==> config.mk <==
export PLATFORM = sky130hd
export DESIGN_NAME = two_level_sorted_directory
export DESIGN_NICKNAME = d
export VERILOG_FILES = /design/src/rtl/core/tlsd_pkg.sv /design/src/rtl/core/tlsd_mod_cell.sv /design/src/rtl/core/tlsd_slot_cell.sv /design/src/rtl/core/two_level_sorted_directory.sv
export SDC_FILE = /design/constraint.sdc
export NUM_CORES = 2
export LEC_CHECK = 0
export BUFFER_PORTS_ARGS = -buffer_cell sky130_fd_sc_hd__buf_2
export CELL_PAD_IN_SITES_DETAIL_PLACEMENT = 0
export CELL_PAD_IN_SITES_GLOBAL_PLACEMENT = 1
export CORE_AREA = 2 2 351 526
export CTS_CLUSTER_DIAMETER = 60
export DETAILED_ROUTE_END_ITERATION = 8
export DIE_AREA = 0 0 353 528
export GPL_TIMING_DRIVEN = 1
export MAX_ROUTING_LAYER = met4
export PLACE_DENSITY_LB_ADDON = 0.1
export SLEW_MARGIN = 20
export SYNTH_ARGS = -nofsm -noshare
export SYNTH_HDL_FRONTEND = slang
export SYNTH_SLANG_ARGS = --single-unit
==> constraint.sdc <==
create_clock -name clk_i -period 8.7 [get_ports clk_i]
set_input_delay 1.74 -clock clk_i [delete_from_list [all_inputs] [get_ports clk_i]]
set_output_delay 1.74 -clock clk_i [all_outputs]
set_load 0.02 [all_outputs]
==> src/rtl/core/tlsd_pkg.sv <==
// ----------------------------------------------------------------------------
// tlsd_pkg
// shared types and constants for the two-level sorted directory
// ----------------------------------------------------------------------------
`default_nettype none
package tlsd_pkg;

  localparam int MOD_SLOTS = 16;
  localparam int BOX_SLOTS = 64;
  localparam int MIDX_W    = $clog2(MOD_SLOTS);
  localparam int SIDX_W    = $clog2(BOX_SLOTS);
  localparam int MCNT_W    = $clog2(MOD_SLOTS + 1);
  localparam int SCNT_W    = $clog2(BOX_SLOTS + 1);
  localparam int ID_W      = 8;
  localparam int BOX_W     = 8;
  localparam int STAT_W    = 3;
  localparam int IN_DATA_W  = 16;
  localparam int OUT_DATA_W = 16;

  typedef enum logic [STAT_W-1:0] {
    STAT_FOUND     = 3'd0,
    STAT_INSERTED  = 3'd1,
    STAT_NOT_FOUND = 3'd2,
    STAT_MOD_FULL  = 3'd3,
    STAT_SLOT_FULL = 3'd4
  } status_e;

  typedef enum logic [1:0] {
    ST_IDLE,
    ST_MOD,
    ST_BOX
  } state_e;

  typedef struct packed {
    logic [ID_W-1:0]   id;
    logic [SCNT_W-1:0] first;
    logic [SCNT_W-1:0] count;
  } mod_ent_t;

  typedef struct packed {
    logic load;
    logic shift;
    logic inc_first;
    logic inc_count;
  } mcell_ctl_t;

  typedef struct packed {
    logic load;
    logic shift;
  } scell_ctl_t;

endpackage
`default_nettype wire

==> src/rtl/core/tlsd_mod_cell.sv <==
// ----------------------------------------------------------------------------
// tlsd_mod_cell
// one module table entry: compares against a key, shifts from its neighbour
// ----------------------------------------------------------------------------
`default_nettype none
module tlsd_mod_cell (
  input  wire                   clk_i,
  input  wire                   valid_i,
  input  wire [tlsd_pkg::ID_W-1:0] key_i,
  input  tlsd_pkg::mcell_ctl_t  ctl_i,
  input  tlsd_pkg::mod_ent_t    left_i,
  input  tlsd_pkg::mod_ent_t    new_i,
  output tlsd_pkg::mod_ent_t    ent_o,
  output logic                  less_o,
  output logic                  eq_o
);
  import tlsd_pkg::*;

  mod_ent_t ent_q, ent_d;

  always_comb begin
    ent_d = ent_q;
    if (ctl_i.load) begin
      ent_d = new_i;
    end else if (ctl_i.shift) begin
      ent_d = left_i;
    end else begin
      ent_d.first = ent_q.first + SCNT_W'(ctl_i.inc_first);
      ent_d.count = ent_q.count + SCNT_W'(ctl_i.inc_count);
    end
  end

  always_ff @(posedge clk_i) begin
    ent_q <= ent_d;
  end

  assign ent_o  = ent_q;
  assign less_o = valid_i && (ent_q.id < key_i);
  assign eq_o   = valid_i && (ent_q.id == key_i);

endmodule
`default_nettype wire

==> src/rtl/core/tlsd_slot_cell.sv <==
// ----------------------------------------------------------------------------
// tlsd_slot_cell
// one slot table entry: compares its box number, shifts from its neighbour
// ----------------------------------------------------------------------------
`default_nettype none
module tlsd_slot_cell (
  input  wire                       clk_i,
  input  wire                       in_run_i,
  input  wire [tlsd_pkg::BOX_W-1:0] key_i,
  input  tlsd_pkg::scell_ctl_t      ctl_i,
  input  wire [tlsd_pkg::BOX_W-1:0] left_i,
  output logic [tlsd_pkg::BOX_W-1:0] box_o,
  output logic                      below_o,
  output logic                      hit_o
);
  import tlsd_pkg::*;

  logic [BOX_W-1:0] box_q, box_d;

  always_comb begin
    box_d = box_q;
    if (ctl_i.load) begin
      box_d = key_i;
    end else if (ctl_i.shift) begin
      box_d = left_i;
    end
  end

  always_ff @(posedge clk_i) begin
    box_q <= box_d;
  end

  assign box_o   = box_q;
  assign below_o = in_run_i && (box_q < key_i);
  assign hit_o   = in_run_i && (box_q == key_i);

endmodule
`default_nettype wire

==> src/rtl/core/two_level_sorted_directory.sv <==
// ----------------------------------------------------------------------------
// two_level_sorted_directory
// sorted module table and sorted box runs held in rows of compare/shift cells
// ----------------------------------------------------------------------------
// an input is registered, then runs the module pass and then the box pass
// before its result is registered; a new item is taken only when idle
// results wait in an output register; a stalled output holds the box pass
// reset clears the fill counts, state machine and output valid only
// ----------------------------------------------------------------------------
`default_nettype none
module two_level_sorted_directory (
  input  wire         clk_i,
  input  wire         rst_ni,
  input  wire         s_axis_tvalid,
  output logic        s_axis_tready,
  input  wire  [15:0] s_axis_tdata,  // module_id, box_number
  input  wire  [0:0]  s_axis_tuser,  // kind
  output logic        m_axis_tvalid,
  input  wire         m_axis_tready,
  output logic [15:0] m_axis_tdata   // status, slot_index, module_index, pad
);
  import tlsd_pkg::*;

  state_e state_q, state_d;
  logic [ID_W-1:0]   key_id_q;
  logic [BOX_W-1:0]  key_box_q;
  logic              kind_q;
  logic [MCNT_W-1:0] mods_used_q, mods_used_d;
  logic [SCNT_W-1:0] slots_used_q, slots_used_d;
  logic [MIDX_W-1:0] midx_q, midx_d;
  logic              abort_q, abort_d;
  logic [STAT_W-1:0] abort_stat_q, abort_stat_d;
  logic              out_valid_q;
  logic [STAT_W-1:0] out_stat_q, out_stat_d;
  logic [SIDX_W-1:0] out_slot_q, out_slot_d;
  logic [MIDX_W-1:0] out_mod_q, out_mod_d;

  mod_ent_t   ments [MOD_SLOTS];
  mcell_ctl_t mctl  [MOD_SLOTS];
  logic [MOD_SLOTS-1:0] mless, meq, mvalid;
  mod_ent_t   mnew;

  logic [BOX_W-1:0] sbox [BOX_SLOTS];
  scell_ctl_t sctl [BOX_SLOTS];
  logic [BOX_SLOTS-1:0] sbelow, shit, sinrun;

  logic              accept, advance, mod_ins, box_ins;
  logic [MCNT_W-1:0] mpos;
  logic              mfound;
  mod_ent_t          msel;
  logic [SCNT_W:0]   run_end;
  logic [SIDX_W-1:0] hit_idx, ins_idx;
  logic              bfound;

  assign accept  = s_axis_tvalid && s_axis_tready;
  assign advance = (state_q == ST_BOX) && (!out_valid_q || m_axis_tready);

  // module cells
  for (genvar i = 0; i < MOD_SLOTS; i++) begin : g_mcell
    assign mvalid[i] = MCNT_W'(i) < mods_used_q;
    tlsd_mod_cell u_cell (
      .clk_i  (clk_i),
      .valid_i(mvalid[i]),
      .key_i  (key_id_q),
      .ctl_i  (mctl[i]),
      .left_i ((i == 0) ? mnew : ments[(i == 0) ? 0 : i-1]),
      .new_i  (mnew),
      .ent_o  (ments[i]),
      .less_o (mless[i]),
      .eq_o   (meq[i])
    );
  end

  // slot cells
  for (genvar j = 0; j < BOX_SLOTS; j++) begin : g_scell
    assign sinrun[j] = ((SCNT_W+1)'(j) >= {1'b0, msel.first}) &&
                       ((SCNT_W+1)'(j) < run_end);
    tlsd_slot_cell u_cell (
      .clk_i   (clk_i),
      .in_run_i(sinrun[j]),
      .key_i   (key_box_q),
      .ctl_i   (sctl[j]),
      .left_i  (sbox[(j == 0) ? 0 : j-1]),
      .box_o   (sbox[j]),
      .below_o (sbelow[j]),
      .hit_o   (shit[j])
    );
  end

  // module search
  always_comb begin
    mpos = MCNT_W'(MOD_SLOTS);
    for (int i = MOD_SLOTS-1; i >= 0; i--) begin
      if (!mless[i]) mpos = MCNT_W'(i);
    end
  end
  assign mfound = |meq;

  always_comb begin
    mnew.id    = key_id_q;
    mnew.count = '0;
    mnew.first = (mpos == mods_used_q) ? slots_used_q : ments[mpos[MIDX_W-1:0]].first;
  end

  // box search
  assign msel    = ments[midx_q];
  assign run_end = {1'b0, msel.first} + {1'b0, msel.count};

  always_comb begin
    hit_idx = '0;
    ins_idx = '0;
    for (int j = BOX_SLOTS-1; j >= 0; j--) begin
      if (shit[j]) hit_idx = SIDX_W'(j);
      if (((SCNT_W)'(j) >= msel.first) && !sbelow[j]) ins_idx = SIDX_W'(j);
    end
  end
  assign bfound = |shit;

  // next state
  always_comb begin
    state_d = state_q;
    case (state_q)
      ST_IDLE: if (accept) state_d = ST_MOD;
      ST_MOD:  state_d = ST_BOX;
      ST_BOX:  if (advance) state_d = ST_IDLE;
      default: state_d = ST_IDLE;
    endcase
  end

  // datapath control
  always_comb begin
    mod_ins      = 1'b0;
    box_ins      = 1'b0;
    midx_d       = midx_q;
    abort_d      = abort_q;
    abort_stat_d = abort_stat_q;
    mods_used_d  = mods_used_q;
    slots_used_d = slots_used_q;
    out_stat_d   = out_stat_q;
    out_slot_d   = out_slot_q;
    out_mod_d    = out_mod_q;
    case (state_q)
      ST_MOD: begin
        abort_d = 1'b0;
        midx_d  = mpos[MIDX_W-1:0];
        if (!mfound) begin
          if (!kind_q) begin
            abort_d      = 1'b1;
            abort_stat_d = STAT_NOT_FOUND;
            midx_d       = '0;
          end else if (mods_used_q >= MCNT_W'(MOD_SLOTS)) begin
            abort_d      = 1'b1;
            abort_stat_d = STAT_MOD_FULL;
            midx_d       = '0;
          end else begin
            mod_ins     = 1'b1;
            mods_used_d = mods_used_q + MCNT_W'(1);
          end
        end
      end
      ST_BOX: begin
        if (advance) begin
          out_mod_d  = midx_q;
          out_slot_d = '0;
          if (abort_q) begin
            out_stat_d = abort_stat_q;
            out_mod_d  = '0;
          end else if (bfound) begin
            out_stat_d = STAT_FOUND;
            out_slot_d = hit_idx;
          end else if (!kind_q) begin
            out_stat_d = STAT_NOT_FOUND;
          end else if (slots_used_q >= SCNT_W'(BOX_SLOTS)) begin
            out_stat_d = STAT_SLOT_FULL;
          end else begin
            out_stat_d   = STAT_INSERTED;
            out_slot_d   = ins_idx;
            box_ins      = 1'b1;
            slots_used_d = slots_used_q + SCNT_W'(1);
          end
        end
      end
      default: ;
    endcase
  end

  always_comb begin
    for (int i = 0; i < MOD_SLOTS; i++) begin
      mctl[i].load      = mod_ins && (MCNT_W'(i) == mpos);
      mctl[i].shift     = mod_ins && (MCNT_W'(i) > mpos);
      mctl[i].inc_first = box_ins && (MIDX_W'(i) > midx_q);
      mctl[i].inc_count = box_ins && (MIDX_W'(i) == midx_q);
    end
    for (int j = 0; j < BOX_SLOTS; j++) begin
      sctl[j].load  = box_ins && (SIDX_W'(j) == ins_idx);
      sctl[j].shift = box_ins && (SIDX_W'(j) > ins_idx);
    end
  end

  always_ff @(posedge clk_i or negedge rst_ni) begin
    if (!rst_ni) begin
      state_q      <= ST_IDLE;
      mods_used_q  <= '0;
      slots_used_q <= '0;
      out_valid_q  <= 1'b0;
    end else begin
      state_q      <= state_d;
      mods_used_q  <= mods_used_d;
      slots_used_q <= slots_used_d;
      if (advance) begin
        out_valid_q <= 1'b1;
      end else if (m_axis_tready) begin
        out_valid_q <= 1'b0;
      end
    end
  end

  always_ff @(posedge clk_i) begin
    if (accept) begin
      kind_q    <= s_axis_tuser[0];
      key_id_q  <= s_axis_tdata[7:0];
      key_box_q <= s_axis_tdata[15:8];
    end
    midx_q       <= midx_d;
    abort_q      <= abort_d;
    abort_stat_q <= abort_stat_d;
    out_stat_q   <= out_stat_d;
    out_slot_q   <= out_slot_d;
    out_mod_q    <= out_mod_d;
  end

  // outputs
  always_comb begin
    s_axis_tready = (state_q == ST_IDLE);
  end
  assign m_axis_tvalid = out_valid_q;
  assign m_axis_tdata  = {3'b000, out_mod_q, out_slot_q, out_stat_q};

`ifndef ASSERT_OFF
  a_mods_bound : assert property (@(posedge clk_i) disable iff (!rst_ni)
    mods_used_q <= MCNT_W'(MOD_SLOTS)) else $error("module count overflow");
  a_slots_bound : assert property (@(posedge clk_i) disable iff (!rst_ni)
    slots_used_q <= SCNT_W'(BOX_SLOTS)) else $error("slot count overflow");
  a_out_after_box : assert property (@(posedge clk_i) disable iff (!rst_ni)
    $rose(m_axis_tvalid) |-> $past(state_q == ST_BOX)) else $error("result without box pass");
  a_slot_ins_room : assert property (@(posedge clk_i) disable iff (!rst_ni)
    box_ins |=> slots_used_q == $past(slots_used_q) + SCNT_W'(1))
    else $error("slot count slip");
`endif

endmodule
`default_nettype wire
==> impl_metrics.py <==
metrics = {
    "place": {
        "place_congestion": 1.05,
        "placed_area_um2": 69700,
        "place_ws_ns": 0.227,
        "dp_hpwl_um": 210000,
        "numPortBuffers": 35,
    },
    "synthesis": {
        "seq_area_frac_synth_pct": 39.9,
        "synth_top_cell_area_share_pct": 32.4,
        "yosysWarningCount": 0,
        "ys_top_cells_by_area": "edfxtp_1, ha_1, mux2_2",
        "synth_edf_count": 683,
        "synthArstFlopShare_pct": 1.64,
        "synth_area_leader_cell": "edfxtp_1",
        "synth_cell_type_count": 117,
        "postSynthCellCount": 6005,
        "synth_top_flop_cell": "edfxtp_1",
        "ys_seq_elements": 915,
        "syn_area_um2": 63200,
        "syn_avg_cell_area_um2": 10.5,
    },
    "die": {
        "top_level_ports": 39,
        "initial_core_util_pct": 34.7,
        "num_rows": 192,
        "die_height_um": 528,
        "die_w_um": 353,
        "die_area_um2": 186000,
        "core_area_um2": 182000,
    },
    "grt": {
        "met3_usage_pct": 2.93,
        "grt_overflow": 0,
        "grt_max_degree": 77,
        "antenna_found_initial": 6,
        "use_met2_pct": 54.8,
        "grtUsageTotal_pct": 29.1,
        "busiest_layer": "met2",
        "use_met1_pct": 26.4,
        "grt_pass1_vias": 53300,
        "grt_pass1_wl_um": 381000,
    },
    "sta": {
        "period_share_pct": 97.8,
        "layout_setup_ws_ns": 0.193,
        "setup_viol": 0,
        "worstMarginPinSlew_ns": 1.31,
        "rsz0062_at_grt": "no",
        "slew_headroom_pct": 12.0,
        "fin_skew_ns": 0.0366,
        "hold_viol": 0,
        "period_needed_ns": 8.51,
        "drv_slew": 0,
        "max_freq_ghz": 0.118,
    },
    "power": {
        "leakage_nw": 28.4,
        "power_density_nw_per_um2": 365,
        "worst_ir_drop_vdd_mv": 0.396,
    },
    "finish": {
        "final_common_cell": "ha_1",
        "drive_gt1_share_pct": 20.8,
        "layout_common_cells": "ha_1, edfxtp_1, nand2_1",
        "postLayoutCellArea_um2": 73500,
        "nets": 7057,
        "synthToLayoutAreaGrowth_pct": 16.3,
    },
    "route": {
        "viasPerCell": 5.77,
        "drc": 0,
        "wl_um": 269000,
        "first_pass_iters": 5,
        "drt_iter0_drc": 3024,
        "via_count": 51000,
        "wl_per_cell_um": 30.4,
        "ant_nets": 0,
    },
    "cts": {
        "htree_levels": 3,
        "cts_tree": "done",
        "cts.clk_slew.worst_paths_ns": 0.06,
        "numCtsBuffers": 112,
        "clock_path_buffers": 3,
        "cts.sinks": 915,
        "clock_latency_ns": 0.76,
        "cts_root_buffer": "clkbuf_16",
    },
    "worst_setup_path": {
        "cp_num_buf_inv": 4,
        "cp-end-kind": "flop",
        "worstPathCellList": "buf_12 > buf_4 > mux4_2 > mux4_2 > ha_1 > fa_1 > nand2_1 > o21ai_1 > nand2_1 > a2111o_1 > a32oi_1 > o211ai_1 > or4_1 > nor3_2 > and2_1 > buf_4 > nand4_1 > nor2_2 > buf_12 > mux2_2",
        "start_kind": "flop",
        "path_class": "reg2reg",
        "critPathMaxStageDelay_ns": 0.78,
        "critPathRequiredTime_ns": 9.19,
        "arrival_ns": 9.00,
        "path_delay_family": "simple AND/OR/NAND/NOR gates",
        "crit_fanout": 28,
        "critPathSlowestCell": "fa_1",
    },
    "hold_path": {
        "worstHoldPathType": "reg2reg",
    },
    "flow_run": {
        "maxCapViolations": 0,
    },
    "run_status": {
        "status": "completed",
    },
}
[through the flow]
step	hold slack, ns	power [mW]	TNS [ns]	cells	utilization [%]
4_1_cts	0.448	26.6	0	8844	40.3
2_1_floorplan	0.426	12.9	0	6007	-
5_1_grt	0.459	27.6	0	8847	40.4
6_report	0.448	26.8	0	8848	40.4
3_5_place_dp	0.433	21.7	0	8634	38.3
3_3_place_gp	0.431	21.7	-1.54	8634	38.3
[Yosys cell counts, drive strengths merged, types with 113 or more instances]
| library cell | n |
|---|---|
| nor2b | 113 |
| nand3 | 171 |
| mux2 | 497 |
| nand4 | 170 |
| a21oi | 282 |
| o21ai | 439 |
| edfxtp | 683 |
| a21o | 116 |
| ha | 712 |
| dfxtp | 217 |
| clkbuf | 186 |
| nand2 | 536 |
| inv | 167 |
| nor2 | 312 |
[cell type report]
type	instances	area (um^2)
antenna	4	10.0
clock buffer	140	3100
clock inverter	70	668
fill	18000	109000
inverter	171	664
multi-input combinational	4646	36300
sequential	915	25200
tap	2425	3030
timing repair buffer	477	4470
[state kept, by name, summed over array words and instances (netlist names), named ones only]
register / flops
key_id_q: 8
abort_q: 1
key_box_q: 8
mods_used_q: 5
m_axis_tvalid: 1
g_mcell.u_cell.ent_o: 345
kind_q: 1
g_scell.u_cell.box_o: 512
slots_used_q: 7
out_mod_q: 4
state_q: 2
out_stat_q: 3
abort_stat_q: 1
out_slot_q: 6
midx_q: 4
[power breakdown]
| group | total (mW) | internal, mW | switching (mW) |
|---|---|---|---|
| clock network | 4.88 | 2.78 | 2.10 |
| logic | 15.8 | 5.15 | 10.7 |
| registers | 6.11 | 5.25 | 0.866 |
[repair_timing]
item / CTS / global route
hold buffers: 0 / 0
buffers inserted: 0 / 0
resized for setup: 0 / 4
setup endpoints to repair: 0 / 5
[per-layer routing]
| layer | part of all wire [%] | up-vias | wire [um] |
|---|---|---|---|
| met5 | 0 | - | 0 |
| met4 | 9.9 | 0 | 26700 |
| met3 | 3.2 | 701 | 8640 |
| met2 | 54 | 1347 | 145000 |
| met1 | 33 | 25300 | 88600 |
| li1 | - | 23600 | - |
[final timing paths]
| kind | slack [ns] | end | start | cells past startpoint |
|---|---|---|---|---|
| max | 0.19 | g_scell[41].u_cell.box_o[7] | midx_q[0] | 20 |
| min | 0.45 | g_mcell[0].u_cell.ent_o[18] | key_id_q[4] | 0 |
| max reg2reg | 0.19 | g_scell[41].u_cell.box_o[7] | midx_q[0] | 20 |
| min reg2reg | 0.45 | g_mcell[0].u_cell.ent_o[18] | key_id_q[4] | 0 |
| max in group asynchronous | 7.45 | slots_used_q[2] | rst_ni | 1 |
| min in group asynchronous | 0.92 | state_q[0] | rst_ni | 1 |
[worst register-to-register path: stages (launching register included)]
cell and delay, ns:
edfxtp_1 0.37, buf_12 0.25, buf_4 0.27, mux4_2 0.51, mux4_2 0.48, ha_1 0.27, fa_1 0.78, nand2_1 0.29
o21ai_1 0.57, nand2_1 0.43, a2111o_1 0.66, a32oi_1 0.41, o211ai_1 0.28, or4_1 0.67, nor3_2 0.20, and2_1 0.37
buf_4 0.25, nand4_1 0.38, nor2_2 0.29, buf_12 0.16, mux2_2 0.34
[cell families (layout without fill, tap and decap cells)]
family / Yosys count / after routing / synth area share, %
xor+xnor: 168 / 168 / 2.35
compound gates: 1459 / 1459 / 15.1
fa+ha+maj: 714 / 714 / 14.1
buf+inv: 446 / 858 / 2.95
simple gates: 1682 / 1682 / 13.5
mux: 620 / 620 / 12.0
other cells: 1 / 7 / 0.00593
flops: 915 / 915 / 39.9
Note: power is estimated with default switching activity, not from simulation.
